$ cat config.mk
export PLATFORM = sky130hd
export DESIGN_NAME = push_button_press_hold_detector_top
export DESIGN_NICKNAME = d
export VERILOG_FILES = /design/src/design/pbhd_pkg.sv /design/src/design/pbhd_core.sv /design/src/design/push_button_press_hold_detector_top.sv
export VERILOG_INCLUDE_DIRS = /design/src /design/src/design
export SDC_FILE = /design/constraint.sdc
export NUM_CORES = 1
export LEC_CHECK = 0
export ABC_AREA = 1
export BUFFER_PORTS_ARGS = -buffer_cell sky130_fd_sc_hd__buf_2
export CAP_MARGIN = 40
export CORE_AREA = 2 2 166 135
export CTS_CLUSTER_SIZE = 14
export DETAILED_ROUTE_END_ITERATION = 8
export DIE_AREA = 0 0 168 137
export PLACE_DENSITY = 0.77
export SETUP_SLACK_MARGIN = 0.05
export SKIP_CTS_REPAIR_TIMING = 1
export SLEW_MARGIN = 20
export SYNTH_ARGS = -nofsm -noshare
export SYNTH_HDL_FRONTEND = slang
export SYNTH_SLANG_ARGS = --single-unit
$ cat constraint.sdc
create_clock -name clk -period 3.7 [get_ports clk]
set_input_delay 0.74 -clock clk [delete_from_list [all_inputs] [get_ports clk]]
set_output_delay 0.74 -clock clk [all_outputs]
set_load 0.1 [all_outputs]
$ cat src/design/push_button_press_hold_detector_top_macros.svh
// Assertion macros for the push-button press/hold detector.
// Used by push_button_press_hold_detector_top; no other dependencies.
`ifndef PUSH_BUTTON_PRESS_HOLD_DETECTOR_TOP_MACROS_SVH
`define PUSH_BUTTON_PRESS_HOLD_DETECTOR_TOP_MACROS_SVH

`ifndef SYNTHESIS

// Same-cycle implication, disabled while reset is asserted.
`define PBHD_ASSERT_IMP(label, clk, rst_n, ante, cons) \
    label: assert property (@(posedge clk) disable iff (!rst_n) (ante) |-> (cons)) \
        else $error("pbhd: same-cycle check failed");

// Next-cycle implication, disabled while reset is asserted.
`define PBHD_ASSERT_NXT(label, clk, rst_n, ante, cons) \
    label: assert property (@(posedge clk) disable iff (!rst_n) (ante) |=> (cons)) \
        else $error("pbhd: next-cycle check failed");

`else

`define PBHD_ASSERT_IMP(label, clk, rst_n, ante, cons)
`define PBHD_ASSERT_NXT(label, clk, rst_n, ante, cons)

`endif

`endif

$ cat src/design/pbhd_pkg.sv
// Shared types and constants of the push-button press/hold detector.
// No dependencies; imported by pbhd_core and the top level.
`timescale 1ns / 1ps

package pbhd_pkg;

    // Field widths fixed by the interface.
    localparam int CNT_W   = 16;
    localparam int DUR_W   = 16;
    localparam int NOW_W   = 32;
    localparam int STATE_W = 3;
    localparam int CFG_IDX_W = 2;

    // Button state encoding as seen on the result fields.
    typedef enum logic [STATE_W-1:0] {
        ST_RELEASED = 3'd0,
        ST_PUSHED   = 3'd1,
        ST_HELD     = 3'd2,
        ST_PRESSED  = 3'd3,
        ST_UNKNOWN  = 3'd4
    } btn_state_t;

    // Input function codes.
    localparam logic FUNC_POLL  = 1'b0;
    localparam logic FUNC_CLEAR = 1'b1;

    // Configuration register indexes.
    localparam logic [CFG_IDX_W-1:0] CFG_PUSH_LEVEL    = 2'd0;
    localparam logic [CFG_IDX_W-1:0] CFG_DEBOUNCE_TIME = 2'd1;
    localparam logic [CFG_IDX_W-1:0] CFG_HOLD_TIME     = 2'd2;

    // Configuration register set.
    typedef struct packed {
        logic             push_level;
        logic [DUR_W-1:0] debounce_time;
        logic [DUR_W-1:0] hold_time;
    } cfg_t;

    // One result transaction.
    typedef struct packed {
        btn_state_t       button_state;
        btn_state_t       prior_state;
        logic [CNT_W-1:0] hold_count;
        logic [CNT_W-1:0] press_count;
    } result_t;

endpackage

$ cat src/design/pbhd_core.sv
// Button state machine, one-shot timer and event counters.
// Depends on pbhd_pkg; instantiated by push_button_press_hold_detector_top.
`timescale 1ns / 1ps

module pbhd_core
    import pbhd_pkg::*;
#(
    parameter int TIME_BITS = 32
)
(
    input  logic                 clk,
    input  logic                 rst_n,
    input  logic                 step,
    input  logic                 func,
    input  logic                 pin,
    input  logic [TIME_BITS-1:0] now,
    input  cfg_t                 cfg,
    output result_t              res_next
);

    btn_state_t             cur_state_reg, cur_state_next;
    btn_state_t             prev_state_reg, prev_state_next;
    logic                   last_pin_reg, last_pin_next;
    logic                   qual_reg, qual_next;
    logic                   hold_reg, hold_next;
    logic [TIME_BITS-1:0]   tmr_start_reg, tmr_start_next;
    logic [DUR_W-1:0]       tmr_len_reg, tmr_len_next;
    logic                   tmr_exp_reg, tmr_exp_next;
    logic [CNT_W-1:0]       holds_reg, holds_next;
    logic [CNT_W-1:0]       presses_reg, presses_next;

    logic [TIME_BITS-1:0]   elapsed;
    logic [TIME_BITS-1:0]   len_ext;
    logic                   exp_now;
    logic                   on;
    logic                   changed;

    // Timer test: wrapping elapsed time compared against the latched length.
    assign elapsed = now - tmr_start_reg;
    assign len_ext = {{(TIME_BITS-DUR_W){1'b0}}, tmr_len_reg};
    assign exp_now = tmr_exp_reg || (elapsed > len_ext);

    assign on      = (pin == cfg.push_level);
    assign changed = (pin != last_pin_reg);

    // Next-state logic for one poll or clear transaction.
    always_comb
    begin
        cur_state_next  = cur_state_reg;
        prev_state_next = prev_state_reg;
        last_pin_next   = last_pin_reg;
        qual_next       = qual_reg;
        hold_next       = hold_reg;
        tmr_start_next  = tmr_start_reg;
        tmr_len_next    = tmr_len_reg;
        tmr_exp_next    = tmr_exp_reg;
        holds_next      = holds_reg;
        presses_next    = presses_reg;

        if (func == FUNC_CLEAR)
        begin
            holds_next   = '0;
            presses_next = '0;
        end
        else
        begin
            cur_state_next = ST_UNKNOWN;
            if (on)
            begin
                if (changed)
                begin
                    // A fresh push restarts the timer with the debounce time.
                    tmr_start_next = now;
                    tmr_len_next   = cfg.debounce_time;
                    tmr_exp_next   = 1'b0;
                    qual_next      = 1'b0;
                    hold_next      = 1'b0;
                    cur_state_next = ST_PUSHED;
                end
                else if (cur_state_reg == ST_HELD)
                begin
                    cur_state_next = ST_PUSHED;
                end
                else if (cur_state_reg == ST_PUSHED)
                begin
                    if (!qual_reg)
                    begin
                        // Debounce done: qualify and start the hold timer.
                        if (exp_now)
                        begin
                            tmr_start_next = now;
                            tmr_len_next   = cfg.hold_time;
                            tmr_exp_next   = 1'b0;
                            qual_next      = 1'b1;
                        end
                        cur_state_next = ST_PUSHED;
                    end
                    else if (!hold_reg)
                    begin
                        tmr_exp_next = exp_now;
                        if (exp_now)
                        begin
                            hold_next      = 1'b1;
                            holds_next     = holds_reg + 1'b1;
                            cur_state_next = ST_HELD;
                        end
                        else
                        begin
                            cur_state_next = ST_PUSHED;
                        end
                    end
                end
            end
            else
            begin
                // A release after a qualified push without hold is a press.
                if (changed && qual_reg && !hold_reg)
                begin
                    presses_next   = presses_reg + 1'b1;
                    cur_state_next = ST_PRESSED;
                end
                else
                begin
                    cur_state_next = ST_RELEASED;
                end
            end
            last_pin_next   = pin;
            prev_state_next = cur_state_reg;
        end
    end

    // State registers, updated once per processed transaction.
    always_ff @(posedge clk or negedge rst_n)
    begin
        if (!rst_n)
        begin
            cur_state_reg  <= ST_RELEASED;
            prev_state_reg <= ST_RELEASED;
            last_pin_reg   <= 1'b1;
            qual_reg       <= 1'b0;
            hold_reg       <= 1'b0;
            tmr_start_reg  <= '0;
            tmr_len_reg    <= '0;
            tmr_exp_reg    <= 1'b0;
            holds_reg      <= '0;
            presses_reg    <= '0;
        end
        else if (step)
        begin
            cur_state_reg  <= cur_state_next;
            prev_state_reg <= prev_state_next;
            last_pin_reg   <= last_pin_next;
            qual_reg       <= qual_next;
            hold_reg       <= hold_next;
            tmr_start_reg  <= tmr_start_next;
            tmr_len_reg    <= tmr_len_next;
            tmr_exp_reg    <= tmr_exp_next;
            holds_reg      <= holds_next;
            presses_reg    <= presses_next;
        end
    end

    // The result reflects the state after this transaction.
    assign res_next.button_state = cur_state_next;
    assign res_next.prior_state  = prev_state_next;
    assign res_next.hold_count   = holds_next;
    assign res_next.press_count  = presses_next;

endmodule

$ cat src/design/push_button_press_hold_detector_top.sv
// A result is registered once its transaction leaves the input register.
// Throughput: one transaction per cycle while the result channel does not stall; the state machine
// steps as a transaction leaves the input register and the result register takes its new state.
// Reset clears all control and state registers, loads the configuration defaults
// (push level low, debounce 50 ms, hold 1000 ms) and leaves no result pending.
// Depends on pbhd_pkg, pbhd_core and push_button_press_hold_detector_top_macros.svh.
`timescale 1ns / 1ps
`include "push_button_press_hold_detector_top_macros.svh"

module push_button_press_hold_detector_top
    import pbhd_pkg::*;
#(
    parameter int TIME_BITS = 32
)
(
    input  logic                 clk,
    input  logic                 rst_n,
    // Configuration write channel.
    input  logic                 cfg_valid,
    output logic                 cfg_ready,
    input  logic [CFG_IDX_W-1:0] cfg_index,
    input  logic [DUR_W-1:0]     cfg_data,
    // Input channel.
    input  logic                 in_valid,
    output logic                 in_ready,
    input  logic                 func,
    input  logic                 pin_level,
    input  logic [NOW_W-1:0]     now_ms,
    // Result channel.
    output logic                 out_valid,
    input  logic                 out_ready,
    output logic [STATE_W-1:0]   button_state,
    output logic [STATE_W-1:0]   prior_state,
    output logic [CNT_W-1:0]     hold_count,
    output logic [CNT_W-1:0]     press_count
);

    cfg_t                   cfg_reg;
    logic                   s1_valid_reg;
    logic                   s1_func_reg;
    logic                   s1_pin_reg;
    logic [TIME_BITS-1:0]   s1_now_reg;
    logic                   out_valid_reg;
    result_t                out_res_reg;
    result_t                res_next;
    logic                   out_free;
    logic                   advance;

    // Configuration writes are always taken.
    assign cfg_ready = 1'b1;

    always_ff @(posedge clk or negedge rst_n)
    begin
        if (!rst_n)
        begin
            cfg_reg.push_level    <= 1'b0;
            cfg_reg.debounce_time <= 16'd50;
            cfg_reg.hold_time     <= 16'd1000;
        end
        else if (cfg_valid && cfg_ready)
        begin
            unique case (cfg_index)
                CFG_PUSH_LEVEL:    cfg_reg.push_level    <= cfg_data[0];
                CFG_DEBOUNCE_TIME: cfg_reg.debounce_time <= cfg_data;
                CFG_HOLD_TIME:     cfg_reg.hold_time     <= cfg_data;
                default:           ;
            endcase
        end
    end

    // Pipeline control: the result register frees up when taken downstream.
    assign out_free = !out_valid_reg || out_ready;
    assign advance  = s1_valid_reg && out_free;
    assign in_ready = !s1_valid_reg || out_free;

    // Input register.
    always_ff @(posedge clk or negedge rst_n)
    begin
        if (!rst_n)
        begin
            s1_valid_reg <= 1'b0;
        end
        else if (in_ready)
        begin
            s1_valid_reg <= in_valid;
        end
    end

    // The timestamp is fitted to the timer width as it loads.
    always_ff @(posedge clk)
    begin
        if (in_valid && in_ready)
        begin
            s1_func_reg <= func;
            s1_pin_reg  <= pin_level;
            s1_now_reg  <= TIME_BITS'(now_ms);
        end
    end

    pbhd_core #(
        .TIME_BITS (TIME_BITS)
    ) u_core (
        .clk      (clk),
        .rst_n    (rst_n),
        .step     (advance),
        .func     (s1_func_reg),
        .pin      (s1_pin_reg),
        .now      (s1_now_reg),
        .cfg      (cfg_reg),
        .res_next (res_next)
    );

    // Result register.
    always_ff @(posedge clk or negedge rst_n)
    begin
        if (!rst_n)
        begin
            out_valid_reg <= 1'b0;
        end
        else if (out_free)
        begin
            out_valid_reg <= s1_valid_reg;
        end
    end

    always_ff @(posedge clk)
    begin
        if (advance)
        begin
            out_res_reg <= res_next;
        end
    end

    assign out_valid    = out_valid_reg;
    assign button_state = out_res_reg.button_state;
    assign prior_state  = out_res_reg.prior_state;
    assign hold_count   = out_res_reg.hold_count;
    assign press_count  = out_res_reg.press_count;

    // A waiting transaction moves into a free result register.
    `PBHD_ASSERT_NXT(a_advance_fills_out, clk, rst_n, advance, out_valid_reg)
    // Back pressure only while the input register is occupied.
    `PBHD_ASSERT_IMP(a_stall_needs_s1, clk, rst_n, !in_ready, s1_valid_reg && !out_free)
    // A clear transaction yields zero counters.
    `PBHD_ASSERT_NXT(a_clear_zeroes, clk, rst_n, advance && (s1_func_reg == FUNC_CLEAR),
        (hold_count == '0) && (press_count == '0))
    // A hold is only reported out of a pushed state.
    `PBHD_ASSERT_IMP(a_held_from_pushed, clk, rst_n,
        out_valid_reg && (out_res_reg.button_state == ST_HELD),
        out_res_reg.prior_state == ST_PUSHED)

endmodule

==> flow_summary.ini <==
[run_status]
status = completed

[critical_path]
r2r_cells = 25
endpoint_kind = register
cp_max_fo = 10
critical_path_class = register to register
required_ps = 3920
start_kind = register
cp_data_arrival_time_ps = 3900

[timing]
setup_violations = 0
slew-limit-headroom_pct = 52.1
slew_violations = 0
timing.final.crit_period_ps = 3670
tightestPinTransition_ps = 718
period_share_pct = 99.2
fin_setup_tns_ps = 0
setup_slack_ps = 27.8
skew_ps = 24.5
rsz0062_at_grt = true
fmax_ghz = 0.272
hold_violations = 0

[yosys]
netlist_instances = 1452
synth.distinct_cells = 52
ys_warn_count = 0
ys_seq_area_share_pct = 45.7
syn_area_sq_um = 11600
synth_nets = 1559
synth_seq_cells = 197
postSynthAreaPerCell_sq_um = 7.99

[final_layout]
final_common_cell = nand2_1
largest_register_ffs = 33
num_antenna_cells = 0
drive_above_1_share_pct = 22.9
syn_to_final_growth_pct = 19.3
layout_common_cells = nand2_1 (450), inv_1 (232), dfrtp_1 (115), buf_2 (95), nor2_1 (74)
final_net_count = 1686
design_area_sq_um = 13800

[route]
routed_wl_um = 28400
drc_errors = 0
vias = 9825
drtIter0Drc = 1006
viasPerCell = 5.26
wire_per_inst_um = 15.2
ant_nets = 0
first_pass_iters = 6

[clock_network]
insertion_delay_ps = 460
clock-sinks = 197
htreeDepth = 4
clock-root-buffer = clkbuf_16
cts_tree = built
cts_made_buffers = 17
clkTransAtPathRegs_ps = 90
clockBufferDepth = 2

[floorplan]
dieArea_sq_um = 23000
boundaryPins = 98
die_h_um = 137
core-area_sq_um = 21300
initial_core_util_pct = 54.4
fp-row-count = 48
die_x_um = 168

[placed_design]
dpl.hpwl_um = 19300
port_buffers = 96
place_congestion = 0.909
dp_slack_ps = -22.2
placed_cell_area_sq_um = 12500

[global_route]
gr-total-overflow = 0
grt_pass1_vias = 9044
grt_antenna_before_repair = 0
grt_pass1_wl_um = 44100
grt_use_total_pct = 23.9
grt_max_degree = 83

[power]
ir_worst_vdd_uv = 323
finalPower_mw = 10.5
cellPowerDensity_nw_per_um2 = 762
p_leak_nw = 6.79

[min_path]
hold_class = input pin to async pin

[run]
max-cap-violations = 0
-- per-layer routing --
metal,track usage [%],wire [um]
met1,36.3,13800
met2,36.1,12300
met3,3.64,1780
met4,5.60,401
met5,0,0
-- cells in the mapped netlist (all sizes together) --
cell type / n / area [sq um]
a21o: 1 / 7.51
a21oi: 44 / 228
a22oi: 2 / 15.0
a31oi: 17 / 206
and2: 8 / 50.1
and3: 8 / 50.1
buf: 17 / 163
clkbuf: 21 / 78.8
clkinv: 1 / 5.00
conb: 1 / 3.75
dfrtp: 115 / 2880
dfstp: 10 / 263
edfxtp: 72 / 2160
fa: 1 / 20.0
ha: 49 / 613
inv: 251 / 947
nand2: 480 / 1830
nand3: 49 / 263
nand3b: 3 / 22.5
nand4: 35 / 225
nor2: 103 / 507
nor3: 26 / 150
nor3b: 1 / 7.51
nor4: 8 / 50.1
o211ai: 1 / 7.51
o21a: 2 / 15.0
o21ai: 98 / 599
o21bai: 4 / 30.0
o22ai: 1 / 6.26
o31ai: 2 / 20.0
or2: 2 / 12.5
xnor2: 3 / 26.3
xor2: 16 / 140
-- through the flow --
| stage | cells | util [%] | hold WS, ps |
|---|---|---|---|
| after floorplan | 1452 | - | 442 |
| final | 1867 | 64.9 | 221 |
| after global routing | 1867 | 64.9 | 252 |
| after CTS | 1846 | 61.5 | 237 |
| after detailed placement | 1814 | 58.6 | 469 |
| after global placement | 1812 | 58.5 | 456 |
-- worst max-delay path, cell delays in order (launching register included) --
cell	delay (ps)
edfxtp_1	340
inv_1	50
ha_2	200
fa_2	400
inv_2	80
nand2_1	50
nand2_1	60
nand3_1	80
nand2_2	80
nand2_1	70
nand2_2	80
xor2_1	70
ha_1	290
nand2_2	70
nor4_4	270
nand2_1	80
nand2_1	60
nand2_1	50
nand3_1	80
nor2_1	60
nand2_2	70
nor2_4	60
a21oi_4	270
clkbuf_16	220
nand3b_1	120
and3_4	210
-- power breakdown --
group          switching, mW  internal [mW]
sequential             0.290           2.76
combinational           3.52           2.05
clock                  0.989          0.930
total                   4.80           5.75
-- logic make-up after synthesis --
family	share of synthesized area, %
simple gates	27.3
buf+inv	10.3
flops	45.7
compound gates	9.78
fa+ha+maj	5.46
xor+xnor	1.43
other cells	0.0323
-- worst paths after layout --
kind                                                       from                                  end  slack [ps]
worst max register to register          s1_now_reg[0]$_DFFE_PP_              hold_count[2]$_DFFE_PP_          30
worst min register to register  u_core.last_pin_reg$_DFFE_PN1P_      u_core.last_pin_reg$_DFFE_PN1P_         480
max in group asynchronous                                 rst_n      u_core.last_pin_reg$_DFFE_PN1P_        2680
worst min-delay path                                      rst_n  u_core.tmr_start_reg[6]$_DFFE_PN0P_         220
worst max-delay path                    s1_now_reg[0]$_DFFE_PP_              hold_count[2]$_DFFE_PP_          30
min in group clk                                     now_ms[29]             s1_now_reg[29]$_DFFE_PP_         460
-- cell type report --
cell class | count | area [sq um]
Fill cell | 1774 | 7490
Timing Repair Buffer | 145 | 1050
Multi-Input combinational cell | 966 | 5560
Clock buffer | 17 | 425
Tap cell | 275 | 344
Inverter | 252 | 955
Clock inverter | 15 | 196
Sequential cell | 197 | 5300
Power figures use the tool's default switching activity.
